<file path="config.mk">
export PLATFORM = sky130hd
export DESIGN_NAME = usrm_ram
export DESIGN_NICKNAME = d
export VERILOG_FILES = /design/src/hw/rtl/usrm_ram.sv
export SDC_FILE = /design/constraint.sdc
export NUM_CORES = 2
export LEC_CHECK = 0
export ABC_AREA = 1
export BUFFER_PORTS_ARGS = -buffer_cell sky130_fd_sc_hd__buf_2
export CORE_AREA = 2 2 581 583
export DETAILED_ROUTE_END_ITERATION = 10
export DIE_AREA = 0 0 583 585
export GPL_ROUTABILITY_DRIVEN = 1
export PLACE_DENSITY = 0.45
export SYNTH_ARGS = -nofsm -noshare
export SYNTH_HDL_FRONTEND = slang
export SYNTH_SLANG_ARGS = --single-unit
</file>
<file path="constraint.sdc">
create_clock -name clk -period 2 [get_ports clk]
set_input_delay 0.3 -clock clk [delete_from_list [all_inputs] [get_ports clk]]
set_output_delay 0.3 -clock clk [all_outputs]
set_load 0.05 [all_outputs]
</file>
<file path="src/hw/rtl/usrm_ram.sv">
// usrm_ram: generic simple dual-port RAM, one write port, registered read.
// No dependencies.
`default_nettype none

module usrm_ram #(
	parameter int WIDTH = 8,
	parameter int DEPTH = 256,
	localparam int AW = (DEPTH > 1) ? $clog2(DEPTH) : 1
) (
	input  wire logic             clk,
	input  wire logic             we,
	input  wire logic [AW-1:0]    waddr,
	input  wire logic [WIDTH-1:0] wdata,
	input  wire logic [AW-1:0]    raddr,
	output logic      [WIDTH-1:0] rdata
);

	logic [WIDTH-1:0] mem [DEPTH];

	always_ff @(posedge clk) begin
		if (we) begin
			mem[waddr] <= wdata;
		end
		rdata <= mem[raddr];
	end

endmodule

`default_nettype wire

</file>
# Yosys cells after proc, flatten, opt, wreduce, memory -nomap -nowiden
# Memories as Yosys holds them, arrays and structs flattened. A register that Yosys moved wholly into a read port is not among the register bits.
# Cells that the tools add are included.
# classes
mux	2
# ops
cell	n
2-to-1 mux 1 bit	2
# word_totals
in_bits	26
mem_count	1
out_inout_bits	8
ram_bits	2048
register_bits	0
# memory_table
memory	depth	word_bits	read_ports	rd_ports_with_merged_regs	write_ports	line	source
mem	256	8	1	1	1	18	logic [WIDTH-1:0] mem [DEPTH];

# Depth between registers and ports, before layout
# depth
depth_word	2
depth_mapped	15
ltp_nobuf	11

# Worst setup path after synthesis
# OpenSTA, ideal clock, no wires.
# synth_timing
path_kind	input port to flip-flop
from	in we
to	mem mem[162][0] (enable)
t_arrival_ns	1.421
required_ns	1.630
slack_ns	0.209
path_stages	4
cell_sequence	clkbuf_1 nand3_1 clkbuf_1 nor2_1
# synth_between
elab_chain_cells	2
# synth_rtl
element	line	source
from (decl)	11	input wire logic we,
2-to-1 mux 1 bit	21	if (we) begin
2-to-1 mux 1 bit (not written as such)	22	mem[waddr] <= wdata;
to (decl)	18	
# Every way passes these cells.

==> results_dict.tcl <==
set metrics [dict create \
    run_status "complete, no violations" \
    cts_made_buffers 218 \
    total_wire_length_after_detailed_routing_mm 273 \
    area_of_the_die_sq_um 341000 \
    core-area_sq_um 335000 \
    ratio_of_cells_with_drive_above_1_in_the_final_layout_pct 14.6 \
    fin_skew_ns 0.0501 \
    multi_input_area_sq_um 19200 \
    gp_routability_congestion 0.878 \
    cts.sinks 2056 \
    route.detailed.wl_per_inst_microns 22.5 \
    die_x_microns 583 \
    worst-r2r-cell-count 10 \
    clockRootBuffer "sky130_fd_sc_hd__clkbuf_16" \
    final_core_utilization_pct 30.3 \
    globalRouteOverflowTotal 0 \
    vias_per_cell 4.65 \
    syn2layout_area_growth_pct 21.7 \
    crit_fanout 1 \
    ctsLongestPathBuffers 4 \
    post_synth.cell_area_avg_sq_um 11.9 \
    setup_repair_after_global_routing_missed_its_margin "no" \
    cp_startpoint_kind "flop" \
    critPathArrivalTime_ns 2.67 \
    endpoint_kind "flop" \
    netlist-cell-type-count 14 \
    timing_worst_setup_path_type "reg2reg" \
    via_count_of_the_first_global_routing_pass 55433 \
    r2r_setup_slack_ns 0.08 \
    clkSlewWorstSetupHoldPaths_ns 0.06 \
    synth-seq-cells 2056 \
    n_fill_cell 33873 \
    tritoncts "done" \
    syn-num-nets 7029 \
    netlist_area_sq_um 83400 \
    first_pass_iters 5 \
    hold_violations 0 \
    min_delay_path_depth 7 \
    place_hpwl_mm 174 \
    slew_at_the_pin_closest_to_its_max_slew_limit_ns 0.598 \
    sequential_cell_area_sq_um 61700 \
    post_layout_min_period_ns 1.92 \
    placed_area_sq_um 94800 \
    layout.cell_area.non_filler_sq_um 102000 \
    timing.max_slew.rel_slack_pct 60.1 \
    num_vias 56405 \
    syn-instance-count 7003 \
    cts_max_level 4 \
    hold_path.class "in2reg" \
    route.detailed.drc 0 \
    cellPowerDensity_nw_per_um2 913 \
    hold_path_startpoint "raddr[5]" \
    maxSlewViolCount 0 \
    postCtsSetupRepairBufs 0 \
    floorplan.die.height_microns 585 \
    route.antenna.remaining_nets 0 \
    portBuffers 33 \
    design.final.nets 7584 \
    drt_iter0_markers 5480 \
    setup.worst_path.start "mem[99][2]" \
    max-vdd-ir-drop_mv 0.768 \
    io_pins 34 \
    synth_warn 0 \
    grt_antenna_before_repair 13 \
    critical_path.reg2reg.startpoint "mem[99][2]" \
    maximum_number_of_pins_on_one_net_before_global_route_repair 72 \
    placement_rows 213 \
    fmax_ghz 0.521 \
    synth-seq-area-share_pct 73.9 \
    start_util_pct 24.9 \
    clock_insertion_delay_worst_skew_ns 0.88 \
    final.period_utilization_pct 95.9 \
    global_route.usage.total_pct 15.7 \
    cap_violations 0 \
    critical_path_required_time_ns 2.75 \
    power.leakage_nw 35.8 \
    global_route_wire_length_before_repair_mm 396 \
    final-setup-viol-count 0 \
]
==> area by class of cell <==
cell class              count  area share [%]
repair buffers            818            8.24
flip-flops and latches   2056            60.7
well taps                4407            5.43
clock inverters           114           0.821
inverters                  39           0.177
clock buffers             276            5.66
diodes                      3         0.00739
multi-input cells        4425            18.9
==> repair_timing <==
item | in CTS | in global routing
endpoints found under the hold margin | 265 | 0
setup endpoints to repair | 10 | 5
hold buffers | 9 | 0
gates resized for setup | 18 | 9
cloned | 0 | 0
==> cells by family (layout without fill, tap and decap cells) <==
family	count (synthesis)	after routing	share of synthesized area, %
DFF	2056	2056	73.9
other	0	3	0
buffers and inverters	522	1247	3.12
and+or+nand+nor	4425	4425	22.9
==> flip-flops by register name, indices dropped and copies added, names as in the netlist <==
name   flops
mem     2048
rdata      8
==> report_power, final <==
part           switching [W]  internal (W)
combinational        0.00473       0.00207
clock                 0.0169        0.0215
sequential         0.0000888        0.0475
total                 0.0217        0.0710
==> worst max-delay path, cell delays in order (launching register included) <==
cell,delay (ns)
sky130_fd_sc_hd__edfxtp_1,0.36
sky130_fd_sc_hd__nand2_1,0.07
sky130_fd_sc_hd__nand3_1,0.11
sky130_fd_sc_hd__nand3_1,0.10
sky130_fd_sc_hd__nand3_1,0.14
sky130_fd_sc_hd__nand3_1,0.20
sky130_fd_sc_hd__nand3_1,0.19
sky130_fd_sc_hd__nand3_1,0.25
sky130_fd_sc_hd__nand2_1,0.10
sky130_fd_sc_hd__nand2_2,0.18
sky130_fd_sc_hd__nand2_1,0.08
==> worst paths after layout <==
| path | to |
|---|---|
| max | rdata[2] |
| min | rdata[0] |
| max reg2reg | rdata[2] |
| min reg2reg | rdata[0] |
==> cells in the final DEF, fill, tap and decap left out <==
master                          count
sky130_fd_sc_hd__buf_12           172
sky130_fd_sc_hd__clkinv_2          35
sky130_fd_sc_hd__diode_2            3
sky130_fd_sc_hd__clkbuf_16        219
sky130_fd_sc_hd__inv_4              1
sky130_fd_sc_hd__clkbuf_8           5
sky130_fd_sc_hd__clkbuf_1          52
sky130_fd_sc_hd__edfxtp_1        2048
sky130_fd_sc_hd__dfxtp_4            3
sky130_fd_sc_hd__buf_8             11
sky130_fd_sc_hd__nand2_1         2106
sky130_fd_sc_hd__nand3_2            7
sky130_fd_sc_hd__buf_4            610
sky130_fd_sc_hd__inv_2              1
sky130_fd_sc_hd__dfxtp_2            1
sky130_fd_sc_hd__clkinv_8           2
sky130_fd_sc_hd__dfxtp_1            4
sky130_fd_sc_hd__buf_2             15
sky130_fd_sc_hd__inv_6              5
sky130_fd_sc_hd__inv_8              2
sky130_fd_sc_hd__clkinvlp_4         9
sky130_fd_sc_hd__dlygate4sd3_1      9
sky130_fd_sc_hd__clkinv_4           3
sky130_fd_sc_hd__clkinv_1          50
sky130_fd_sc_hd__nand2_4            1
sky130_fd_sc_hd__inv_16             1
sky130_fd_sc_hd__nor2_1           283
sky130_fd_sc_hd__nand2_2           16
sky130_fd_sc_hd__nand3_1         2012
sky130_fd_sc_hd__bufinv_16         10
sky130_fd_sc_hd__buf_6              1
sky130_fd_sc_hd__inv_1             34
==> metrics by stage <==
step	hold WS [ns]	setup slack [ns]	total power, W	cells	TNS, ns
after floorplan	0.399	0.209	0.0514	7003	0
after global placement	0.719	-0.883	0.0553	11736	-6.32
after detailed placement	0.718	-0.884	0.0553	11736	-6.33
after CTS	0.142	0.00339	0.0938	12135	0
after global routing	0.169	0.0124	0.0958	12137	0
final	0.194	0.0823	0.0927	12138	0
==> Yosys cell counts <==
master,n,area share (%)
sky130_fd_sc_hd__buf_1,40,0.18
sky130_fd_sc_hd__buf_2,268,1.6
sky130_fd_sc_hd__buf_4,46,0.41
sky130_fd_sc_hd__buf_6,16,0.22
sky130_fd_sc_hd__buf_8,1,0.018
sky130_fd_sc_hd__clkbuf_1,112,0.50
sky130_fd_sc_hd__dfxtp_1,8,0.19
sky130_fd_sc_hd__edfxtp_1,2048,74
sky130_fd_sc_hd__inv_1,36,0.16
sky130_fd_sc_hd__inv_2,2,0.0090
sky130_fd_sc_hd__inv_4,1,0.0075
sky130_fd_sc_hd__nand2_1,2123,9.6
sky130_fd_sc_hd__nand3_1,2019,12
sky130_fd_sc_hd__nor2_1,283,1.3
==> per-layer routing <==
layer | vias to the layer above | part of all wire, % | track usage (%)
li1 | 26001 | - | -
met1 | 28330 | 44 | 21.0
met2 | 1670 | 48 | 26.4
met3 | 404 | 5.0 | 1.81
met4 | 0 | 3.5 | 5.32
met5 | - | 0 | 0
No activity file was read; power rests on OpenSTA's default activity.
