--- config.mk ---
export PLATFORM = sky130hd
export DESIGN_NAME = usrm_front_flat
export DESIGN_NICKNAME = d
export VERILOG_FILES = /design/src/hw/rtl/usrm_pkg.sv /design/src/hw/rtl/usrm_in_if.sv /design/src/hw/rtl/usrm_front.sv /design/src/flat_wrapper.sv
export SDC_FILE = /design/constraint.sdc
export NUM_CORES = 1
export LEC_CHECK = 0
export ABC_AREA = 1
export BUFFER_PORTS_ARGS = -buffer_cell sky130_fd_sc_hd__buf_2
export CAP_MARGIN = 30
export CORE_ASPECT_RATIO = 0.7
export CORE_MARGIN = 5
export CORE_UTILIZATION = 40
export DETAILED_ROUTE_END_ITERATION = 7
export PLACE_DENSITY = 0.69
export SLEW_MARGIN = 20
export SYNTH_ARGS = -nofsm -noshare
export SYNTH_HDL_FRONTEND = slang
export SYNTH_SLANG_ARGS = --single-unit
--- constraint.sdc ---
create_clock -name clk -period 1.9 [get_ports clk]
set_clock_uncertainty 0.05 [all_clocks]
set_input_delay 0.19 -clock clk [delete_from_list [all_inputs] [get_ports clk]]
set_output_delay 0.19 -clock clk [all_outputs]
set_load 0.05 [all_outputs]
--- src/hw/rtl/usrm_pkg.sv ---
// usrm_pkg: shared constants, codes and types of the URL scope rule matcher.
// No dependencies; usrm_queue, usrm_front, usrm_back and the top level import it.
`default_nettype none

package usrm_pkg;

	// Table and buffer sizes
	localparam int RULES        = 64;
	localparam int DOMAIN_BYTES = 256;
	localparam int PATH_BYTES   = 512;
	localparam int URL_BYTES    = 1024;

	localparam int RIDX_W    = (RULES > 1) ? $clog2(RULES) : 1;
	localparam int CNT_W     = $clog2(RULES + 1);
	localparam int DLEN_W    = $clog2(DOMAIN_BYTES);
	localparam int PLEN_W    = $clog2(PATH_BYTES);
	localparam int HLEN_W    = DLEN_W + 1;
	localparam int TOT_W     = $clog2(URL_BYTES + 2);
	localparam int DOM_AW    = RIDX_W + DLEN_W;
	localparam int PTH_AW    = RIDX_W + PLEN_W;
	localparam int DOM_DEPTH = 2 ** DOM_AW;
	localparam int PTH_DEPTH = 2 ** PTH_AW;
	localparam int HOST_DEPTH = 2 ** DLEN_W;
	localparam int UP_DEPTH   = 2 ** PLEN_W;
	localparam int META_DEPTH = 2 ** RIDX_W;

	// Characters
	localparam logic [7:0] CH_NUL   = 8'h00;
	localparam logic [7:0] CH_STAR  = 8'h2A;
	localparam logic [7:0] CH_DOT   = 8'h2E;
	localparam logic [7:0] CH_SLASH = 8'h2F;
	localparam logic [7:0] CH_COLON = 8'h3A;
	localparam logic [7:0] CH_UP_A  = 8'h41;
	localparam logic [7:0] CH_UP_Z  = 8'h5A;
	localparam logic [7:0] CASE_OFS = 8'h20;

	localparam logic [6:0] NO_RULE = 7'h7F;

	typedef enum logic [2:0] {
		OP_DOM_BYTE  = 3'd0,
		OP_PATH_BYTE = 3'd1,
		OP_COMMIT    = 3'd2,
		OP_LOCK      = 3'd3,
		OP_URL_BYTE  = 3'd4
	} op_t;

	typedef enum logic [2:0] {
		KIND_DOM_EXACT   = 3'd0,
		KIND_WILDCARD    = 3'd1,
		KIND_PATH_PREFIX = 3'd2,
		KIND_PATH_EXACT  = 3'd3,
		KIND_URL_PATTERN = 3'd4
	} kind_t;

	typedef enum logic [1:0] {
		ST_IN_SCOPE  = 2'd0,
		ST_OUT_SCOPE = 2'd1,
		ST_NOT_SET   = 2'd2,
		ST_INVALID   = 2'd3
	} status_t;

	typedef enum logic [2:0] {
		PH_SCAN, PH_COLON, PH_SLASH, PH_HOST, PH_PATH,
		PH_END_SCAN, PH_END_HOST, PH_END_PATH
	} phase_t;

	typedef enum logic [3:0] {
		B_IDLE, B_META, B_HDR, B_HDR2, B_HDR3, B_CADDR, B_CCHK,
		B_PSET, B_MISS, B_HIT, B_OUT
	} back_state_t;

	// Per-rule descriptor
	typedef struct packed {
		logic [2:0]        kind;
		logic [DLEN_W-1:0] dlen;
		logic [PLEN_W-1:0] plen;
	} meta_t;

	localparam int META_W = $bits(meta_t);

	// Job handed from front to back
	typedef struct packed {
		logic              is_verdict;
		logic              accepted;
		logic              walk;
		status_t           status;
		logic [CNT_W-1:0]  count;
		logic [DLEN_W-1:0] hlen;
		logic [PLEN_W-1:0] plen;
	} job_t;

	typedef struct packed {
		logic             busy;
		logic [CNT_W-1:0] count;
	} front_stat_t;

endpackage

`default_nettype wire

--- src/hw/rtl/usrm_in_if.sv ---
// usrm_in_if: request channel (valid/ready plus item fields).
// No dependencies.
`default_nettype none

interface usrm_in_if;
	logic       valid;
	logic       ready;
	logic [2:0] op;
	logic [7:0] data_byte;
	logic       byte_present;
	logic       last;
	logic [2:0] rule_kind;
	logic       approved;

	modport source (output valid, op, data_byte, byte_present, last, rule_kind, approved,
		input ready);
	modport sink (input valid, op, data_byte, byte_present, last, rule_kind, approved,
		output ready);
endinterface

`default_nettype wire

--- src/hw/rtl/usrm_front.sv ---
// usrm_front: accepts beats, stages and commits rules, parses URL bytes and
// queues commit answers and verdict jobs. Depends on usrm_pkg, usrm_in_if.
`default_nettype none

module usrm_front import usrm_pkg::*; (
	input  wire logic         clk,
	input  wire logic         arst_n,
	usrm_in_if.sink           req,
	input  wire logic         q_full,
	output logic              q_push,
	output job_t              q_data,
	input  wire logic         walk_done,
	output logic              dom_we,
	output logic [DOM_AW-1:0] dom_waddr,
	output logic [7:0]        dom_wdata,
	output logic              pth_we,
	output logic [PTH_AW-1:0] pth_waddr,
	output logic [7:0]        pth_wdata,
	output logic              meta_we,
	output logic [RIDX_W-1:0] meta_waddr,
	output meta_t             meta_wdata,
	output logic              host_we,
	output logic [DLEN_W-1:0] host_waddr,
	output logic [7:0]        host_wdata,
	output logic              up_we,
	output logic [PLEN_W-1:0] up_waddr,
	output logic [7:0]        up_wdata,
	output front_stat_t       stat
);

	// Rule table state
	logic [CNT_W-1:0]  count_q;
	logic              locked_q;
	logic [DLEN_W-1:0] sdlen_q;
	logic [PLEN_W-1:0] splen_q;
	logic              dz_q;
	logic [DLEN_W-1:0] deff_q;
	logic              pz_q;
	logic [PLEN_W-1:0] peff_q;
	// URL parser state
	phase_t            ph_q;
	logic [TOT_W-1:0]  total_q;
	logic [HLEN_W-1:0] hlen_q;
	logic [PLEN_W-1:0] uplen_q;
	logic              busy_q;

	logic              acc;
	logic              has_slot;
	logic              stage_d;
	logic              stage_p;
	logic              commit_ok;
	logic              u_byte;
	logic              c_zero;
	logic              ended;
	logic [7:0]        c;
	logic [7:0]        c_low;
	phase_t            n_ph;
	logic [TOT_W-1:0]  n_tot;
	logic [HLEN_W-1:0] n_h;
	logic [PLEN_W-1:0] n_p;
	logic              verdict;
	logic              v_walk;
	status_t           v_status;
	logic              has_path;

	assign c        = req.data_byte;
	assign acc      = req.valid && req.ready;
	assign req.ready = !q_full && !busy_q;
	assign has_slot = count_q < CNT_W'(RULES);
	assign stage_d  = acc && (req.op == OP_DOM_BYTE) && has_slot &&
		(sdlen_q != DLEN_W'(DOMAIN_BYTES - 1));
	assign stage_p  = acc && (req.op == OP_PATH_BYTE) && has_slot &&
		(splen_q != PLEN_W'(PATH_BYTES - 1));
	assign commit_ok = !locked_q && has_slot && req.approved;
	assign ended    = (ph_q == PH_END_SCAN) || (ph_q == PH_END_HOST) || (ph_q == PH_END_PATH);
	assign u_byte   = acc && (req.op == OP_URL_BYTE) && req.byte_present && !ended;
	assign c_zero   = (c == CH_NUL);
	assign c_low    = (c >= CH_UP_A && c <= CH_UP_Z) ? (c + CASE_OFS) : c;
	assign verdict  = acc && (req.op == OP_URL_BYTE) && req.last;

	// Staging writes go straight into the next rule's slot
	assign dom_we    = stage_d;
	assign dom_waddr = {count_q[RIDX_W-1:0], sdlen_q};
	assign dom_wdata = c;
	assign pth_we    = stage_p;
	assign pth_waddr = {count_q[RIDX_W-1:0], splen_q};
	assign pth_wdata = c;

	// Commit writes the descriptor, length cut at the first zero byte
	assign meta_we         = acc && (req.op == OP_COMMIT) && commit_ok;
	assign meta_waddr      = count_q[RIDX_W-1:0];
	assign meta_wdata.kind = req.rule_kind;
	assign meta_wdata.dlen = dz_q ? deff_q : sdlen_q;
	assign meta_wdata.plen = pz_q ? peff_q : splen_q;

	// Parser phase: next state
	always_comb begin
		n_ph = ph_q;
		if (u_byte) begin
			if (c_zero) begin
				unique case (ph_q)
					PH_HOST: n_ph = PH_END_HOST;
					PH_PATH: n_ph = PH_END_PATH;
					default: n_ph = PH_END_SCAN;
				endcase
			end else begin
				unique case (ph_q)
					PH_HOST: if (c == CH_SLASH) n_ph = PH_PATH;
					PH_PATH: n_ph = PH_PATH;
					default: begin
						priority if (c == CH_COLON)                       n_ph = PH_COLON;
						else if (c == CH_SLASH && ph_q == PH_COLON)       n_ph = PH_SLASH;
						else if (c == CH_SLASH && ph_q == PH_SLASH)       n_ph = PH_HOST;
						else                                              n_ph = PH_SCAN;
					end
				endcase
			end
		end
	end

	// Parser outputs: counters and buffer writes
	always_comb begin
		n_tot      = total_q;
		n_h        = hlen_q;
		n_p        = uplen_q;
		host_we    = 1'b0;
		host_waddr = hlen_q[DLEN_W-1:0];
		host_wdata = c_low;
		up_we      = 1'b0;
		up_waddr   = '0;
		up_wdata   = CH_SLASH;
		if (u_byte && !c_zero) begin
			if (total_q <= TOT_W'(URL_BYTES)) n_tot = total_q + TOT_W'(1);
			unique case (ph_q)
				PH_HOST: begin
					if (c == CH_SLASH) begin
						up_we = 1'b1;
						n_p   = PLEN_W'(1);
					end else if (hlen_q < HLEN_W'(DOMAIN_BYTES)) begin
						host_we = 1'b1;
						n_h     = hlen_q + HLEN_W'(1);
					end
				end
				PH_PATH: begin
					if (uplen_q < PLEN_W'(PATH_BYTES - 1)) begin
						up_we    = 1'b1;
						up_waddr = uplen_q;
						up_wdata = c;
						n_p      = uplen_q + PLEN_W'(1);
					end
				end
				default: begin
					// seed the root path when the authority starts
					up_we = (c == CH_SLASH) && (ph_q == PH_SLASH);
				end
			endcase
		end
	end

	// Verdict triage from the updated parser state
	assign has_path = (n_ph == PH_PATH) || (n_ph == PH_END_PATH);
	always_comb begin
		v_walk   = 1'b0;
		v_status = ST_INVALID;
		priority if (n_tot == '0 || n_tot > TOT_W'(URL_BYTES)) begin
			v_status = ST_INVALID;
		end else if (count_q == '0) begin
			v_status = ST_NOT_SET;
		end else if (!(has_path || n_ph == PH_HOST || n_ph == PH_END_HOST) ||
			n_h == '0 || n_h >= HLEN_W'(DOMAIN_BYTES)) begin
			v_status = ST_INVALID;
		end else begin
			v_walk = 1'b1;
		end
	end

	// Queue push
	always_comb begin
		q_push            = acc && ((req.op == OP_COMMIT) || verdict);
		q_data.is_verdict = (req.op == OP_URL_BYTE);
		q_data.accepted   = (req.op == OP_COMMIT) && commit_ok;
		q_data.walk       = verdict && v_walk;
		q_data.status     = verdict ? v_status : ST_IN_SCOPE;
		q_data.count      = count_q;
		q_data.hlen       = n_h[DLEN_W-1:0];
		q_data.plen       = has_path ? n_p : PLEN_W'(1);
	end

	assign stat.busy  = busy_q;
	assign stat.count = count_q;

	// Control registers
	always_ff @(posedge clk or negedge arst_n) begin
		if (!arst_n) begin
			count_q  <= '0;
			locked_q <= 1'b0;
			sdlen_q  <= '0;
			splen_q  <= '0;
			dz_q     <= 1'b0;
			deff_q   <= '0;
			pz_q     <= 1'b0;
			peff_q   <= '0;
			ph_q     <= PH_SCAN;
			total_q  <= '0;
			hlen_q   <= '0;
			uplen_q  <= '0;
			busy_q   <= 1'b0;
		end else begin
			if (stage_d) begin
				sdlen_q <= sdlen_q + DLEN_W'(1);
				if (!dz_q && c_zero) begin
					dz_q   <= 1'b1;
					deff_q <= sdlen_q;
				end
			end
			if (stage_p) begin
				splen_q <= splen_q + PLEN_W'(1);
				if (!pz_q && c_zero) begin
					pz_q   <= 1'b1;
					peff_q <= splen_q;
				end
			end
			if (acc && req.op == OP_COMMIT) begin
				if (commit_ok) count_q <= count_q + CNT_W'(1);
				sdlen_q <= '0;
				splen_q <= '0;
				dz_q    <= 1'b0;
				pz_q    <= 1'b0;
			end
			if (acc && req.op == OP_LOCK) begin
				locked_q <= 1'b1;
			end
			// parser returns to reset after each verdict
			if (verdict) begin
				ph_q    <= PH_SCAN;
				total_q <= '0;
				hlen_q  <= '0;
				uplen_q <= '0;
			end else begin
				ph_q    <= n_ph;
				total_q <= n_tot;
				hlen_q  <= n_h;
				uplen_q <= n_p;
			end
			// URL buffers are held until the back finishes its walk
			if (verdict && v_walk) busy_q <= 1'b1;
			else if (walk_done)    busy_q <= 1'b0;
		end
	end

endmodule

`default_nettype wire

--- src/flat_wrapper.sv ---
// flat-port wrapper written by rule: the top's interface ports become plain ports
module usrm_front_flat import usrm_pkg::*;
  (clk, arst_n, q_full, q_push, q_data, walk_done, dom_we, dom_waddr, dom_wdata, pth_we, pth_waddr, pth_wdata, meta_we, meta_waddr, meta_wdata, host_we, host_waddr, host_wdata, up_we, up_waddr, up_wdata, stat, req_valid, req_op, req_data_byte, req_byte_present, req_last, req_rule_kind, req_approved, req_ready);
  usrm_in_if req_i ();
  input  wire logic clk;
  input  wire logic arst_n;
  input  wire logic q_full;
  output logic q_push;
  output job_t q_data;
  input  wire logic walk_done;
  output logic dom_we;
  output logic [DOM_AW-1:0] dom_waddr;
  output logic [7:0] dom_wdata;
  output logic pth_we;
  output logic [PTH_AW-1:0] pth_waddr;
  output logic [7:0] pth_wdata;
  output logic meta_we;
  output logic [RIDX_W-1:0] meta_waddr;
  output meta_t meta_wdata;
  output logic host_we;
  output logic [DLEN_W-1:0] host_waddr;
  output logic [7:0] host_wdata;
  output logic up_we;
  output logic [PLEN_W-1:0] up_waddr;
  output logic [7:0] up_wdata;
  output front_stat_t stat;
  input wire logic [$bits(req_i.valid)-1:0] req_valid;
  input wire logic [$bits(req_i.op)-1:0] req_op;
  input wire logic [$bits(req_i.data_byte)-1:0] req_data_byte;
  input wire logic [$bits(req_i.byte_present)-1:0] req_byte_present;
  input wire logic [$bits(req_i.last)-1:0] req_last;
  input wire logic [$bits(req_i.rule_kind)-1:0] req_rule_kind;
  input wire logic [$bits(req_i.approved)-1:0] req_approved;
  output wire logic [$bits(req_i.ready)-1:0] req_ready;
  assign req_i.valid = req_valid;
  assign req_i.op = req_op;
  assign req_i.data_byte = req_data_byte;
  assign req_i.byte_present = req_byte_present;
  assign req_i.last = req_last;
  assign req_i.rule_kind = req_rule_kind;
  assign req_i.approved = req_approved;
  assign req_ready = req_i.ready;
  usrm_front u_core (.clk(clk), .arst_n(arst_n), .req(req_i), .q_full(q_full), .q_push(q_push), .q_data(q_data), .walk_done(walk_done), .dom_we(dom_we), .dom_waddr(dom_waddr), .dom_wdata(dom_wdata), .pth_we(pth_we), .pth_waddr(pth_waddr), .pth_wdata(pth_wdata), .meta_we(meta_we), .meta_waddr(meta_waddr), .meta_wdata(meta_wdata), .host_we(host_we), .host_waddr(host_waddr), .host_wdata(host_wdata), .up_we(up_we), .up_waddr(up_waddr), .up_wdata(up_wdata), .stat(stat));
endmodule
# Yosys cells after proc, flatten, opt, wreduce, memory -nomap -nowiden
# Index checks and enable logic that the tools add are counted.
# Widths: inputs -> output; s select.
# classes
magnitude_cmp	8
n_eq_ne	19
n_addsub	7
n_reduce_logical	58
muxes	58
# ops
operator	n
$mux 9	16
$mux 8	7
$mux 11	3
$add 9x1->9 const B	3
$logic_and 1x1->1	26
$eq 3x3->1 const B	8
$mux 1	19
$lt 9x9->1 const B	2
$mux 3	6
$pmux 9 s2	1
$eq 8x6->1 const B	2
$eq 3x2->1 const B	5
$add 11x1->11 const B	1
$gt 11x11->1 const B	1
$le 11x11->1 const B	1
$logic_not 11->1	1
$reduce_and 2->1	5
$reduce_bool 2->1	5
$ge 9x9->1 const B	1
$logic_not 9->1	1
$logic_or 1x1->1	9
$ne 9x9->1 const B	1
$add 8x1->8 const B	1
$add 8x6->8 const B	1
14 further kinds	24
# totals
input_bits	22
register_bits	77
out_inout_bits	148

# Depth between registers and ports, before layout
# logic_depth
depth_word	20
ltp_mapped	17
depth_no_buf	17

# Worst setup path before layout
# Ideal clock, no wire load.
# synth_timing
path_type	reg2out
from	reg u_core.busy_q
to	out q_data[26] in the netlist's numbering
stages_incl_launch_ff	14
arrival_time_ns	2.927
path_slack_ns	-1.267
cell_sequence	dfrtp_1 > nor2_2 > nand2_2 > nor2_4 > nand3_4 > nor2_4 > nand3b_1 > nand2_1 > inv_1 > nand2_1 > nor2_1 > a21oi_1 > nand2_1 > inv_1
# synth_lines
item	line_no	source
start: declaration	usrm_front.sv:45	logic busy_q;
start signal: assignment	usrm_front.sv:207	busy_q <= 1'b0;
start signal: assignment	usrm_front.sv:246	if (verdict && v_walk) busy_q <= 1'b1;
start signal: assignment	usrm_front.sv:247	else if (walk_done) busy_q <= 1'b0;
end: declaration	flat_wrapper.sv:9	output job_t q_data;

==> flow_summary.ini <==
[synth]
synth_top_cells_by_area = dfrtp_1, nand2_1, buf_4, nor2_1, inv_1
ys_types = 42
syn_nets = 774
synth_top_area_cell = dfrtp_1
ys_ff_latch = 77
netlist_area_um2 = 5240
avgSynthCellArea_um2 = 7.06
yosysTopAreaCellShare_pct = 36.8
netlist_instances = 742
seq_area_frac_synth_pct = 36.8
yosysWarnings = 0

[critical_path]
required_ps = 1660
critPathKind = flip-flop to output port
end_kind = output port
critPathMaxFanout = 7
start_kind = flip-flop
rrSetupSlack_ps = -440
arrival_ps = 2520

[hold_path]
hold_class = primary input to flip-flop

[power_and_ir_drop]
clkPwrFrac_pct = 27.0
ir_drop_v = 0.000562
power.switching_mw = 2.53
p_leak_nw = 4.71
p_total_mw = 6.12
intPower_mw = 3.58
cellPowerDensity_nw_per_um2 = 645
p_comb_share_pct = 41.4
pwr-share-seq_pct = 31.5
p_sw_share_pct = 41.4

[placed_design]
hpwl_um = 12400
dp.cells = 1177
port_buffers = 163
gp_congestion = 0.954

[clocking]
clockBufferDepth = 2
cts_tree = done
clk_pin_slew_ps = 60
cts_buffers = 9
clk_latency_ps = 350
cts_sinks = 77
cts_max_level = 3
clock-root-buffer = clkbuf_16

[cells_and_area]
nets = 1113
area_growth_pct = 81.0
layout_commonest_cell = buf_4
layout_common_cells = buf_4, buf_2, nand2_1
num_antenna_cells = 0
drive_above_1_share_pct = 57.2
layout.cells.non_filler = 1252

[grt]
grt_max_degree = 30
grt_pass1_vias = 5871
grt_pass1_wl_um = 29700
grt_use_total_pct = 23.5
grt_overflow = 0
antenna_found_initial = 1

[outcome]
violations = setup timing
status = finished with violations

[routing]
ant_nets = 0
post_drt_wl_per_cell_um = 16.4
wl_um = 20600
vias_per_cell = 5.10
firstDrtPassIters = 5
num_vias = 6380
initialDrtViolationCount = 474
drc_errors = 0

[timing]
period_share_pct = 145
setup_viol = 87
fmax_ghz = 0.362
slew_headroom_pct = 73.4
rsz0062_at_grt = yes
final_max_slew_viol_count = 0
worst_slew_pin_slew_ps = 396
worst_slack_ps = -864
finalHoldViolations = 0
min_period_ps = 2760

[floorplan]
die_h_um = 106
start_util_pct = 40.3
coreArea_um2 = 13000
num_io_pins = 170
rows = 35
die_w_um = 147
die_area_um2 = 15500

[flow_run]
cap_violations = 0
==> cell families (layout without fill, tap and decap cells) <==
logic type | count (synthesis) | after routing | synth area share [%]
DFF | 77 | 77 | 36.8
and+or+nand+nor | 376 | 382 | 32.4
xor gates and xnor gates | 7 | 7 | 1.17
AOI/OAI and AO/OA | 96 | 96 | 9.97
adders and majority gates | 10 | 10 | 2.39
buffers and inverters | 176 | 514 | 17.3
==> power groups by stage <==
| stage | Sequential, mW | Clock [mW] | Combinational (mW) |
|---|---|---|---|
| after floorplan | 2.10 | 0 | 1.10 |
| after global placement | 1.93 | 0 | 1.99 |
| after detailed placement | 1.93 | 0 | 2.00 |
| after CTS | 1.91 | 1.68 | 2.24 |
| after global routing | 1.95 | 1.73 | 2.68 |
| final | 1.93 | 1.65 | 2.53 |
==> cells in the mapped netlist <==
cell        n
a211oi_1    3
a21boi_0    1
a21oi_1    21
a22oi_1     4
a31oi_1     2
a32oi_1     2
buf_1       2
buf_2       2
buf_4      60
buf_6       2
clkbuf_1    6
clkinv_1    1
dfrtp_1    77
ha_1       10
inv_1     102
inv_2       1
nand2_1   163
nand2_2     4
nand2_4     1
nand3_1    45
nand3_2     1
nand3_4     1
nand3b_1    2
nand4_1    15
nand4_2     1
nor2_1    103
nor2_2      6
nor2_4      3
nor2_8      2
nor3_1     16
nor3_2      4
nor4_1      3
o211ai_1    1
o21ai_0    55
o21ai_1     2
o21bai_1    1
o22ai_1     3
o31ai_1     1
or2_0       1
or2_2       5
xnor2_1     2
xor2_1      5
==> path summary, 6_finish.rpt <==
| check | start | end | cells after the start |
|---|---|---|---|
| worst max-delay path | u_core.total_q[0]$_DFF_PN0_ | q_data[26] | 16 |
| worst min-delay path | walk_done | u_core.busy_q$_DFFE_PN0P_ | 4 |
| worst max register to register | u_core.busy_q$_DFFE_PN0P_ | u_core.sdlen_q[7]$_DFFE_PN0P_ | 16 |
| worst min register to register | u_core.locked_q$_DFFE_PN0P_ | u_core.locked_q$_DFFE_PN0P_ | 2 |
| max in group asynchronous | arst_n | u_core.splen_q[7]$_DFFE_PN0P_ | 3 |
| min in group asynchronous | arst_n | u_core.hlen_q[6]$_DFF_PN0_ | 2 |
==> final cells by class <==
cell class | count | area, um^2
Tap cell | 166 | 208
Fill cell | 907 | 3530
Inverter | 104 | 427
Timing Repair Buffer | 394 | 3220
Clock inverter | 6 | 47.5
Multi-Input combinational cell | 495 | 3400
Clock buffer | 10 | 229
Sequential cell | 77 | 1940
==> registers in the layout (all words and copies together) (netlist names), 3 cells and up <==
| name | flops |
|---|---|
| u_core.total_q | 11 |
| u_core.hlen_q | 9 |
| u_core.peff_q | 9 |
| u_core.splen_q | 9 |
| u_core.uplen_q | 9 |
| u_core.deff_q | 8 |
| u_core.sdlen_q | 8 |
| u_core.count_q | 7 |
| u_core.ph_q | 3 |
==> what timing repair did <==
action	in CTS	in global routing
hold buffers	1	0
setup buffers	32	33
gates resized for setup	213	159
pin swaps	47	51
hold endpoints to repair	24	0
endpoints found under the setup margin	69	92
cloned	7	1
==> per-stage QoR <==
stage / hold slack [ps] / setup TNS (ps) / instance area (um^2) / setup WS [ps] / util (%)
2_1_floorplan: -156 / -28320 / 5570 / -797 / -
3_3_place_gp: 80.2 / -15930 / 7420 / -542 / 57.1
3_5_place_dp: 88.2 / -18020 / 7420 / -592 / 57.1
4_1_cts: 36.6 / -24210 / 8790 / -751 / 67.6
5_1_grt: 44.3 / -42460 / 9480 / -1050 / 72.9
6_report: 41.7 / -34000 / 9480 / -864 / 72.9
==> critical path, cell delays in order, from the launching register on <==
cell and delay [ps]:
dfrtp_1 380, inv_2 70, ha_4 160, nand2_2 70, nor2_2 40, nand2_2 80, nand2_2 70, buf_6 150
o21ai_0 310, nand2_1 160, nand2_1 120, nor2_2 50, nand3_1 120, nand2_2 80, nand2_4 70, clkinvlp_4 90
buf_8 150
==> per-layer routing <==
layer  vias to the layer above  routed length (um)  track usage [%]
met5                         -                  13                0
met4                         2                 593             6.78
met3                        70                1620             5.89
li1                       3003                   -                -
met2                       310                9680             37.9
met1                      2995                8660             31.4
Power figures use the tool's default switching activity.
