`src/hw/rtl/usrm_pkg.sv`:
```
// usrm_pkg: shared constants, codes and types of the URL scope rule matcher.
// No dependencies; usrm_queue, usrm_front, usrm_back and the top level import it.
`default_nettype none

package usrm_pkg;

	// Table and buffer sizes
	localparam int RULES        = 64;
	localparam int DOMAIN_BYTES = 256;
	localparam int PATH_BYTES   = 512;
	localparam int URL_BYTES    = 1024;

	localparam int RIDX_W    = (RULES > 1) ? $clog2(RULES) : 1;
	localparam int CNT_W     = $clog2(RULES + 1);
	localparam int DLEN_W    = $clog2(DOMAIN_BYTES);
	localparam int PLEN_W    = $clog2(PATH_BYTES);
	localparam int HLEN_W    = DLEN_W + 1;
	localparam int TOT_W     = $clog2(URL_BYTES + 2);
	localparam int DOM_AW    = RIDX_W + DLEN_W;
	localparam int PTH_AW    = RIDX_W + PLEN_W;
	localparam int DOM_DEPTH = 2 ** DOM_AW;
	localparam int PTH_DEPTH = 2 ** PTH_AW;
	localparam int HOST_DEPTH = 2 ** DLEN_W;
	localparam int UP_DEPTH   = 2 ** PLEN_W;
	localparam int META_DEPTH = 2 ** RIDX_W;

	// Characters
	localparam logic [7:0] CH_NUL   = 8'h00;
	localparam logic [7:0] CH_STAR  = 8'h2A;
	localparam logic [7:0] CH_DOT   = 8'h2E;
	localparam logic [7:0] CH_SLASH = 8'h2F;
	localparam logic [7:0] CH_COLON = 8'h3A;
	localparam logic [7:0] CH_UP_A  = 8'h41;
	localparam logic [7:0] CH_UP_Z  = 8'h5A;
	localparam logic [7:0] CASE_OFS = 8'h20;

	localparam logic [6:0] NO_RULE = 7'h7F;

	typedef enum logic [2:0] {
		OP_DOM_BYTE  = 3'd0,
		OP_PATH_BYTE = 3'd1,
		OP_COMMIT    = 3'd2,
		OP_LOCK      = 3'd3,
		OP_URL_BYTE  = 3'd4
	} op_t;

	typedef enum logic [2:0] {
		KIND_DOM_EXACT   = 3'd0,
		KIND_WILDCARD    = 3'd1,
		KIND_PATH_PREFIX = 3'd2,
		KIND_PATH_EXACT  = 3'd3,
		KIND_URL_PATTERN = 3'd4
	} kind_t;

	typedef enum logic [1:0] {
		ST_IN_SCOPE  = 2'd0,
		ST_OUT_SCOPE = 2'd1,
		ST_NOT_SET   = 2'd2,
		ST_INVALID   = 2'd3
	} status_t;

	typedef enum logic [2:0] {
		PH_SCAN, PH_COLON, PH_SLASH, PH_HOST, PH_PATH,
		PH_END_SCAN, PH_END_HOST, PH_END_PATH
	} phase_t;

	typedef enum logic [3:0] {
		B_IDLE, B_META, B_HDR, B_HDR2, B_HDR3, B_CADDR, B_CCHK,
		B_PSET, B_MISS, B_HIT, B_OUT
	} back_state_t;

	// Per-rule descriptor
	typedef struct packed {
		logic [2:0]        kind;
		logic [DLEN_W-1:0] dlen;
		logic [PLEN_W-1:0] plen;
	} meta_t;

	localparam int META_W = $bits(meta_t);

	// Job handed from front to back
	typedef struct packed {
		logic              is_verdict;
		logic              accepted;
		logic              walk;
		status_t           status;
		logic [CNT_W-1:0]  count;
		logic [DLEN_W-1:0] hlen;
		logic [PLEN_W-1:0] plen;
	} job_t;

	typedef struct packed {
		logic             busy;
		logic [CNT_W-1:0] count;
	} front_stat_t;

endpackage

`default_nettype wire

```
`src/hw/rtl/usrm_out_if.sv`:
```
// usrm_out_if: result channel (valid/ready plus result fields).
// No dependencies.
`default_nettype none

interface usrm_out_if;
	logic              valid;
	logic              ready;
	logic              result_kind;
	logic              accepted;
	logic [1:0]        status;
	logic              allowed;
	logic signed [6:0] matched_rule;

	modport source (output valid, result_kind, accepted, status, allowed, matched_rule,
		input ready);
	modport sink (input valid, result_kind, accepted, status, allowed, matched_rule,
		output ready);
endinterface

`default_nettype wire

```
`src/hw/rtl/usrm_back.sv`:
```
// usrm_back: pops jobs, walks the rule table byte by byte for verdicts and
// drives the result register. Depends on usrm_pkg, usrm_out_if.
`default_nettype none

module usrm_back import usrm_pkg::*; (
	input  wire logic         clk,
	input  wire logic         arst_n,
	input  job_t              head,
	input  wire logic         q_empty,
	output logic              q_pop,
	output logic              walk_done,
	output logic [RIDX_W-1:0] meta_raddr,
	input  wire logic [META_W-1:0] meta_rdata,
	output logic [DOM_AW-1:0] dom_raddr,
	input  wire logic [7:0]   dom_rdata,
	output logic [PTH_AW-1:0] pth_raddr,
	input  wire logic [7:0]   pth_rdata,
	output logic [DLEN_W-1:0] host_raddr,
	input  wire logic [7:0]   host_rdata,
	output logic [PLEN_W-1:0] up_raddr,
	input  wire logic [7:0]   up_rdata,
	usrm_out_if.source        rsp
);

	back_state_t       state_q, nxt;
	job_t              job_q;
	logic [RIDX_W-1:0] r_q;
	logic [2:0]        typ_q;
	logic [DLEN_W-1:0] rdlen_q;
	logic [PLEN_W-1:0] rplen_q;
	logic [7:0]        d0_q;
	logic              star_q;
	logic [PLEN_W-1:0] i_q;
	logic [PLEN_W-1:0] clen_q;
	logic              roff_q;
	logic [DLEN_W-1:0] hoff_q;
	logic              pmode_q;
	status_t           res_q;

	logic              out_vld_q;
	logic              out_kind_q;
	logic              out_acc_q;
	status_t           out_status_q;
	logic              out_allowed_q;
	logic [6:0]        out_rule_q;

	meta_t             meta;
	logic              out_free;
	logic              out_load;
	logic              ld_kind, ld_acc, ld_allowed;
	status_t           ld_status;
	logic [6:0]        ld_rule;
	logic              dom_kinds_exact, dom_kinds_wild, path_kinds, prefix_kinds;
	logic              wild, dom_suffix, dom_fail;
	logic [DLEN_W-1:0] slen;
	logic [PLEN_W-1:0] pn1;
	logic              pstar, path_fail;
	logic              cmp_end, byte_eq, last_rule;

	assign meta     = meta_t'(meta_rdata);
	assign out_free = !out_vld_q || rsp.ready;

	// Rule classification
	assign dom_kinds_exact = (typ_q == KIND_DOM_EXACT) || (typ_q == KIND_PATH_PREFIX) ||
		(typ_q == KIND_PATH_EXACT);
	assign dom_kinds_wild  = (typ_q == KIND_WILDCARD) || (typ_q == KIND_URL_PATTERN);
	assign path_kinds      = (typ_q == KIND_PATH_PREFIX) || (typ_q == KIND_PATH_EXACT) ||
		(typ_q == KIND_URL_PATTERN);
	assign prefix_kinds    = (typ_q == KIND_PATH_PREFIX) || (typ_q == KIND_URL_PATTERN);

	// Domain check setup ("*." suffix or exact)
	assign wild       = (rdlen_q >= DLEN_W'(2)) && (d0_q == CH_STAR) && (dom_rdata == CH_DOT);
	assign dom_suffix = dom_kinds_wild && wild;
	assign slen       = rdlen_q - DLEN_W'(1);
	always_comb begin
		priority if (dom_suffix)                      dom_fail = (job_q.hlen <= slen);
		else if (dom_kinds_exact || dom_kinds_wild)   dom_fail = (rdlen_q != job_q.hlen);
		else                                          dom_fail = 1'b1;
	end

	// Path check setup ("*" prefix or exact)
	assign pstar     = prefix_kinds && star_q;
	assign pn1       = rplen_q - PLEN_W'(1);
	assign path_fail = pstar ? (job_q.plen < pn1) : (rplen_q != job_q.plen);

	assign cmp_end   = (i_q == clen_q);
	assign byte_eq   = pmode_q ? (pth_rdata == up_rdata) : (dom_rdata == host_rdata);
	assign last_rule = (CNT_W'(r_q) + CNT_W'(1)) == job_q.count;

	// Next state
	always_comb begin
		nxt = state_q;
		unique case (state_q)
			B_IDLE:  if (!q_empty && out_free && head.walk) nxt = B_META;
			B_META:  nxt = B_HDR;
			B_HDR:   nxt = B_HDR2;
			B_HDR2:  nxt = B_HDR3;
			B_HDR3:  nxt = dom_fail ? B_MISS : B_CADDR;
			B_CADDR: begin
				if (cmp_end) nxt = (pmode_q || !path_kinds) ? B_HIT : B_PSET;
				else         nxt = B_CCHK;
			end
			B_CCHK:  nxt = byte_eq ? B_CADDR : B_MISS;
			B_PSET:  nxt = path_fail ? B_MISS : B_CADDR;
			B_MISS:  nxt = last_rule ? B_OUT : B_META;
			B_HIT:   nxt = B_OUT;
			B_OUT:   if (out_free) nxt = B_IDLE;
			default: nxt = B_IDLE;
		endcase
	end

	// Outputs: memory addresses, queue pop, result load
	always_comb begin
		meta_raddr = r_q;
		dom_raddr  = {r_q, DLEN_W'(0)};
		pth_raddr  = {r_q, meta.plen - PLEN_W'(1)};
		host_raddr = DLEN_W'(hoff_q + i_q[DLEN_W-1:0]);
		up_raddr   = i_q;
		q_pop      = 1'b0;
		out_load   = 1'b0;
		walk_done  = 1'b0;
		ld_kind    = 1'b1;
		ld_acc     = 1'b0;
		ld_status  = res_q;
		ld_allowed = (res_q == ST_IN_SCOPE);
		ld_rule    = (res_q == ST_IN_SCOPE) ? 7'(r_q) : NO_RULE;
		unique case (state_q)
			B_IDLE: begin
				q_pop      = !q_empty && out_free;
				out_load   = q_pop && !head.walk;
				ld_kind    = head.is_verdict;
				ld_acc     = head.accepted;
				ld_status  = head.status;
				ld_allowed = head.is_verdict && (head.status == ST_IN_SCOPE);
				ld_rule    = NO_RULE;
			end
			B_HDR2:  dom_raddr = {r_q, DLEN_W'(1)};
			B_CADDR: begin
				dom_raddr = {r_q, DLEN_W'(DLEN_W'(roff_q) + i_q[DLEN_W-1:0])};
				pth_raddr = {r_q, i_q};
			end
			B_OUT: begin
				out_load  = out_free;
				walk_done = out_free;
			end
			default: ;
		endcase
	end

	// Walk datapath
	always_ff @(posedge clk) begin
		unique case (state_q)
			B_IDLE: if (q_pop) job_q <= head;
			B_HDR: begin
				typ_q   <= meta.kind;
				rdlen_q <= meta.dlen;
				rplen_q <= meta.plen;
			end
			B_HDR2: begin
				d0_q   <= dom_rdata;
				star_q <= (rplen_q != '0) && (pth_rdata == CH_STAR);
			end
			B_HDR3: begin
				i_q     <= '0;
				pmode_q <= 1'b0;
				if (dom_suffix) begin
					clen_q <= PLEN_W'(slen);
					roff_q <= 1'b1;
					hoff_q <= job_q.hlen - slen;
				end else begin
					clen_q <= PLEN_W'(rdlen_q);
					roff_q <= 1'b0;
					hoff_q <= '0;
				end
			end
			B_CCHK: if (byte_eq) i_q <= i_q + PLEN_W'(1);
			B_PSET: begin
				i_q     <= '0;
				pmode_q <= 1'b1;
				clen_q  <= pstar ? pn1 : rplen_q;
			end
			B_MISS: if (last_rule) res_q <= ST_OUT_SCOPE;
			B_HIT:  res_q <= ST_IN_SCOPE;
			default: ;
		endcase
	end

	// Control: state, rule index, result register
	always_ff @(posedge clk or negedge arst_n) begin
		if (!arst_n) begin
			state_q   <= B_IDLE;
			r_q       <= '0;
			out_vld_q <= 1'b0;
		end else begin
			state_q <= nxt;
			if (state_q == B_IDLE)                  r_q <= '0;
			else if (state_q == B_MISS && !last_rule) r_q <= r_q + RIDX_W'(1);
			if (out_load)       out_vld_q <= 1'b1;
			else if (rsp.ready) out_vld_q <= 1'b0;
		end
	end

	always_ff @(posedge clk) begin
		if (out_load) begin
			out_kind_q    <= ld_kind;
			out_acc_q     <= ld_acc;
			out_status_q  <= ld_status;
			out_allowed_q <= ld_allowed;
			out_rule_q    <= ld_rule;
		end
	end

	assign rsp.valid        = out_vld_q;
	assign rsp.result_kind  = out_kind_q;
	assign rsp.accepted     = out_acc_q;
	assign rsp.status       = out_status_q;
	assign rsp.allowed      = out_allowed_q;
	assign rsp.matched_rule = out_rule_q;

endmodule

`default_nettype wire

```
`src/flat_wrapper.sv`:
```
// flat-port wrapper written by rule: the top's interface ports become plain ports
module usrm_back_flat import usrm_pkg::*;
  (clk, arst_n, head, q_empty, q_pop, walk_done, meta_raddr, meta_rdata, dom_raddr, dom_rdata, pth_raddr, pth_rdata, host_raddr, host_rdata, up_raddr, up_rdata, rsp_valid, rsp_result_kind, rsp_accepted, rsp_status, rsp_allowed, rsp_matched_rule, rsp_ready);
  usrm_out_if rsp_i ();
  input  wire logic clk;
  input  wire logic arst_n;
  input  job_t head;
  input  wire logic q_empty;
  output logic q_pop;
  output logic walk_done;
  output logic [RIDX_W-1:0] meta_raddr;
  input  wire logic [META_W-1:0] meta_rdata;
  output logic [DOM_AW-1:0] dom_raddr;
  input  wire logic [7:0] dom_rdata;
  output logic [PTH_AW-1:0] pth_raddr;
  input  wire logic [7:0] pth_rdata;
  output logic [DLEN_W-1:0] host_raddr;
  input  wire logic [7:0] host_rdata;
  output logic [PLEN_W-1:0] up_raddr;
  input  wire logic [7:0] up_rdata;
  output wire logic [$bits(rsp_i.valid)-1:0] rsp_valid;
  output wire logic [$bits(rsp_i.result_kind)-1:0] rsp_result_kind;
  output wire logic [$bits(rsp_i.accepted)-1:0] rsp_accepted;
  output wire logic [$bits(rsp_i.status)-1:0] rsp_status;
  output wire logic [$bits(rsp_i.allowed)-1:0] rsp_allowed;
  output wire logic [$bits(rsp_i.matched_rule)-1:0] rsp_matched_rule;
  input wire logic [$bits(rsp_i.ready)-1:0] rsp_ready;
  assign rsp_valid = rsp_i.valid;
  assign rsp_result_kind = rsp_i.result_kind;
  assign rsp_accepted = rsp_i.accepted;
  assign rsp_status = rsp_i.status;
  assign rsp_allowed = rsp_i.allowed;
  assign rsp_matched_rule = rsp_i.matched_rule;
  assign rsp_i.ready = rsp_ready;
  usrm_back u_core (.clk(clk), .arst_n(arst_n), .head(head), .q_empty(q_empty), .q_pop(q_pop), .walk_done(walk_done), .meta_raddr(meta_raddr), .meta_rdata(meta_rdata), .dom_raddr(dom_raddr), .dom_rdata(dom_rdata), .pth_raddr(pth_raddr), .pth_rdata(pth_rdata), .host_raddr(host_raddr), .host_rdata(host_rdata), .up_raddr(up_raddr), .up_rdata(up_rdata), .rsp(rsp_i));
endmodule
```
`config.mk`:
```
export PLATFORM = sky130hd
export DESIGN_NAME = usrm_back_flat
export DESIGN_NICKNAME = d
export VERILOG_FILES = /design/src/hw/rtl/usrm_pkg.sv /design/src/hw/rtl/usrm_out_if.sv /design/src/hw/rtl/usrm_back.sv /design/src/flat_wrapper.sv
export SDC_FILE = /design/constraint.sdc
export NUM_CORES = 1
export LEC_CHECK = 0
export BUFFER_PORTS_ARGS = -buffer_cell sky130_fd_sc_hd__buf_2
export CAP_MARGIN = 15
export CORE_MARGIN = 8
export CORE_UTILIZATION = 49
export DETAILED_ROUTE_END_ITERATION = 10
export PLACE_DENSITY = 0.72
export SKIP_LAST_GASP = 1
export SYNTH_ARGS = -nofsm -noshare
export SYNTH_HDL_FRONTEND = slang
export SYNTH_SLANG_ARGS = --single-unit
```
`constraint.sdc`:
```
create_clock -name clk -period 3.05 [get_ports clk]
set_input_delay 0.61 -clock clk [delete_from_list [all_inputs] [get_ports clk]]
set_output_delay 0.61 -clock clk [all_outputs]
set_load 0.02 [all_outputs]
```
## Word-level counts from Yosys, hierarchy flattened

Index checks and enable logic that the tools add are counted.

- Output and inout bits: 67
- Memory bits (read-only): 0
- Logic and storage cells: 137
- RAM bits: 0
- Bits of input ports: 85
- Latch bits: 0
- Memories: 0
- Flip-flop bits (word level): 106

- Add/subtract/negate cells: 9
- $lt $le $gt $ge: 3
- Reductions and logical operators: 40
- Shifts and indexed selects: 0
- Bitwise logic cells: 1
- Muxes and demuxes: 34
- Div/mod/pow operators: 0
- Equality and inequality tests: 27
- $mul: 0

Operators with widths:

| cell | count |
|---|---|
| 4-bit one-hot mux with 11 select lines | 1 |
| 9-bit one-hot mux with 2 select lines | 2 |
| 4-bit two-way mux | 8 |
| 9-bit two-way mux | 3 |
| 8-bit by 6-bit equality test with 1-bit output (second input constant) | 3 |
| 9-bit by 1-bit subtractor with 9-bit output (second input constant) | 2 |
| 4-bit by 3-bit equality test with 1-bit output (second input constant) | 4 |
| 8-bit equality test | 2 |
| 8-bit one-hot mux with 2 select lines | 1 |
| 4-bit equality test (second input constant) | 3 |
| 6-bit two-way mux | 2 |
| 1-bit logical AND | 10 |
| 1-bit two-way mux | 10 |
| 2-bit nonzero test | 5 |
| 9-bit by 1-bit adder with 9-bit output (second input constant) | 1 |
| 9-bit equality test | 1 |
| 1-bit logical OR | 9 |
| 9-bit less-than comparator | 1 |
| 9-bit != test | 1 |
| 9-bit nonzero test | 1 |
| 1-bit by 8-bit adder with 8-bit output | 1 |
| 8-bit adder | 1 |
| 4-bit by 2-bit equality test with 1-bit output (second input constant) | 2 |
| 8-bit by 2-bit greater-or-equal comparator with 1-bit output (second input constant) | 1 |
| 24 further kinds | 39 |

## Logic depth before layout (Yosys ltp)

- Depth in word-level cells: 8
- Gate-level depth with buffers: 14
- Depth with buffers taken out: 14

## Worst setup path before layout

OpenSTA, ideal clock, no wires.

- Path type: register to output
- From: register u_core.state_q[2]
- To: output port q_pop
- Arrival: 2265 ps
- Path slack: 175 ps
- Required time: 2440 ps
- Stages on the path, launching flop included: 5
- Buffers on the path: 1
- Path through: dfrtp_1 or2_2 nor3_1 clkbuf_1 and2_1

- Longest elaborated chain between the ends: 2

RTL lines:

| element | line | source |
|---|---|---|
| start: declaration | usrm_back.sv:25 | `back_state_t state_q, nxt;` |
| start signal: assignment | usrm_back.sv:195 | `state_q <= nxt;` |
| 4-bit logical NOT | usrm_back.sv:127 | `unique case (state_q)` |
| 1-bit two-way mux | usrm_back.sv:127 |  |
| end: declaration | flat_wrapper.sv:9 | `output logic q_pop;` |

No other way between the ends.

## Worst setup path in the final report

- From: register u_core.state_q[0]
- To: output port pth_raddr[3]

- Longest elaborated chain between the ends: 2

RTL lines:

| element | line | source |
|---|---|---|
| 4-bit by 3-bit equality test with 1-bit output | usrm_back.sv:127 |  |
| 9-bit two-way mux | usrm_back.sv:127 |  |
| end: declaration | flat_wrapper.sv:15 | `output logic [PTH_AW-1:0] pth_raddr;` |

No other way between the ends.

==> results.py <==
metrics = {
    "outcome": {
        "outcome": "complete, no violations",
    },
    "timing": {
        "finalCritPeriodShare_pct": 94.5,
        "hold_violations": 0,
        "fmax_mhz": 347,
        "setup_violations": 0,
        "slew_violations": 0,
        "tightest_slew_ns": 0.608,
        "rsz0062_at_grt": "no",
        "timing.setup.tns_ns": 0,
        "relSlewSlack_pct": 59.1,
        "fin_crit_ns": 2.88,
        "finalClockSkew_ns": 0.00962,
    },
    "floorplan": {
        "core_area_sq_um": 13100,
        "dieArea_sq_um": 17200,
        "initial_core_util_pct": 49.6,
        "fp.dieW_microns": 131,
        "io_pins": 152,
        "row_count": 42,
        "die_y_microns": 131,
    },
    "synthesis": {
        "syn_area_sq_um": 6520,
        "yosysSeqAreaShare_pct": 47.5,
        "synth_top_area_share_pct": 43.3,
        "ys_seq_elements": 105,
        "synth_edf_count": 94,
        "yosys_warnings": 0,
        "synth_cell_types": 52,
        "syn_area_per_cell_sq_um": 10.6,
        "yosys.area.top_type": "edfxtp_1",
        "async_flop_share_pct": 10.5,
        "ys.flop_type": "edfxtp_1",
        "syn_inst": 614,
        "synth_area_leaders": "edfxtp_1, xnor2_1, ha_1",
        "syn-num-nets": 733,
    },
    "power": {
        "pwr-share-comb_pct": 41.1,
        "seq_power_share_pct": 39.4,
        "clockPowerShare_pct": 19.5,
        "internal-power_mw": 3.51,
        "finalPower_mw": 5.78,
        "switching_share_pct": 39.2,
        "p_per_area_nw_per_um2": 738,
        "p_leak_nw": 3.13,
        "irDropWorstVdd_mv": 0.311,
        "switching_power_mw": 2.26,
    },
    "finish": {
        "nNetsFinal": 888,
        "diodes": 0,
        "mostFrequentLayoutCells": "buf_2, edfxtp_1, xnor2_1",
        "drive_gt1_share_pct": 28.3,
        "syn_to_final_growth_pct": 20.0,
        "final_common_cell": "buf_2",
        "fillers": 1148,
    },
    "setup_path": {
        "crit_top_cell": "nor2_1",
        "crit_path_end": "pth_raddr[3]",
        "reg2reg_depth": 11,
        "start_kind": "flop",
        "startpoint": "u_core.state_q[0]",
        "cp.arrival_ns": 2.27,
        "r2r_slack_ns": 0.23,
        "slowest_stage": "dfrtp_1",
        "critPathRequiredTime_ns": 2.44,
        "cpPeakStageDelay_ns": 0.56,
        "critPathKind": "flop to primary output",
        "endpoint_kind": "primary output",
        "rr_endpoint": "u_core.state_q[3]",
        "critPathMaxFanout": 11,
        "cp_cell_sequence": "inv_1 -> nor2_1 -> nand2_1 -> nor2_1 -> a31oi_1 -> buf_2",
        "r2r-start": "u_core.rdlen_q[2]",
    },
    "cts": {
        "cts_buffers": 9,
        "cts.sinks": 105,
        "insertion_delay_ns": 0.35,
        "cts.clk_slew.worst_paths_ns": 0.08,
        "cts_tree": "built",
        "clock_path_buffers": 2,
        "cts_root_buffer": "clkbuf_16",
        "cts_htree_levels": 3,
    },
    "route": {
        "viasPerCell": 5.26,
        "wl_per_cell_microns": 16.8,
        "drt-total-wl_microns": 16000,
        "vias": 4999,
        "postRouteAntennaNets": 0,
        "post-route-drc-count": 0,
        "drtPass1Iterations": 4,
        "drtIter0Drc": 325,
    },
    "placed_design": {
        "gp_congestion": 0.859,
        "io_buffers": 151,
        "dp_hpwl_microns": 13000,
    },
    "global_route": {
        "grt_remaining_overflow": 0,
        "grt_first_pass_wirelength_microns": 25600,
        "grt_pass1_vias": 4948,
        "grt_use_total_pct": 18.3,
        "grt_max_degree": 25,
        "antenna_found_initial": 0,
    },
    "job": {
        "maxCapViolations": 0,
    },
    "min_path": {
        "worstHoldPathType": "input pin to async pin",
    },
}
==> kinds of logic (layout without fill, tap and decap cells) <==
kind of cell	after synthesis	in the layout	synth area share (%)
buf+inv	62	222	4.74
compound gates	83	83	7.99
fa+ha+maj	34	34	6.76
mux	2	2	0.326
simple gates	219	219	18.0
flops	105	105	47.5
xor+xnor	109	109	14.6
==> timing repair <==
item,in CTS,in global routing
hold buffers,0,0
endpoints found under the setup margin,0,4
resized for setup,0,4
buffers inserted,0,3
==> registers in the layout, indices dropped and copies added, names as in the netlist, 2 cells and up <==
register,flops
u_core.state_q,4
u_core.job_q,24
u_core.clen_q,9
u_core.rsp.matched_rule,7
u_core.rsp.status,2
u_core.rdlen_q,8
u_core.d0_q,8
u_core.rplen_q,9
u_core.hoff_q,8
u_core.meta_raddr,6
u_core.typ_q,3
u_core.up_raddr,9
==> per-stage QoR <==
step                      setup WS [ns]  hold WS [ns]  utilization, %  instances  area, sq um
final                             0.168         0.119            59.6        950         7820
after global routing            0.00752         0.117            59.6        950         7820
after CTS                        0.0445         0.110            59.3        947         7790
after detailed placement         0.0708         0.499            57.0        931         7490
after global placement            0.185         0.502            57.0        931         7490
after floorplan                   0.175         0.314               -        614         6520
==> synthesized netlist by cell type (5+ instances only) <==
master	n
and2_1	5
a21oi_1	26
nor2b_1	7
clkbuf_1	18
nand4_1	9
buf_4	13
nand2b_1	8
nand2_1	42
o211ai_1	6
nor3_1	17
nor2_1	56
nor4_1	6
o21ai_0	20
xnor2_1	72
dfrtp_1	11
inv_1	24
edfxtp_1	94
xor2_1	37
nand3_1	24
ha_1	32
or3_1	21
a21o_1	5
==> worst min-delay path by stage <==
stage / slack [ns] / to / start
5_1_grt: 0.12 / u_core.meta_raddr[3] / arst_n
3_3_place_gp: 0.50 / u_core.meta_raddr[3] / arst_n
4_1_cts: 0.11 / u_core.meta_raddr[3] / arst_n
2_1_floorplan: 0.31 / u_core.meta_raddr[0] / arst_n
3_5_place_dp: 0.50 / u_core.meta_raddr[3] / arst_n
6_report: 0.12 / u_core.meta_raddr[3] / arst_n
==> critical path: cells and delay by family (launching register included) <==
| family | cells | cell delay (ns) |
|---|---|---|
| AND/OR/NAND/NOR | 3 | 0.91 |
| flip-flops | 1 | 0.56 |
| buffers and inverters | 2 | 0.38 |
| AO/OA/AOI/OAI | 1 | 0.07 |
==> per-layer routing <==
layer	up-vias	wire [microns]	track usage (%)
li1	2477	-	-
met4	0	215	5.36
met5	-	0	0
met1	2347	7070	23.8
met3	14	1010	4.61
met2	161	7680	29.7
==> power groups by stage <==
stage / Combinational (mW) / Clock, mW / Sequential [mW]
2_1_floorplan: 1.67 / 0 / 2.26
3_3_place_gp: 2.34 / 0 / 2.28
3_5_place_dp: 2.37 / 0 / 2.30
4_1_cts: 2.38 / 1.15 / 2.26
5_1_grt: 2.61 / 1.21 / 2.31
6_report: 2.38 / 1.13 / 2.27
==> area by class of cell <==
| class | count | area [sq um] | share of cell area [%] |
|---|---|---|---|
| clock buffers | 9 | 225 | 2.88 |
| inverters | 24 | 90.1 | 1.15 |
| well taps | 176 | 220 | 2.81 |
| clock inverters | 7 | 67.6 | 0.864 |
| repair buffers | 182 | 988 | 12.6 |
| flip-flops and latches | 105 | 3100 | 39.6 |
| multi-input cells | 447 | 3130 | 40.1 |
No activity file was read; power rests on OpenSTA's default activity.
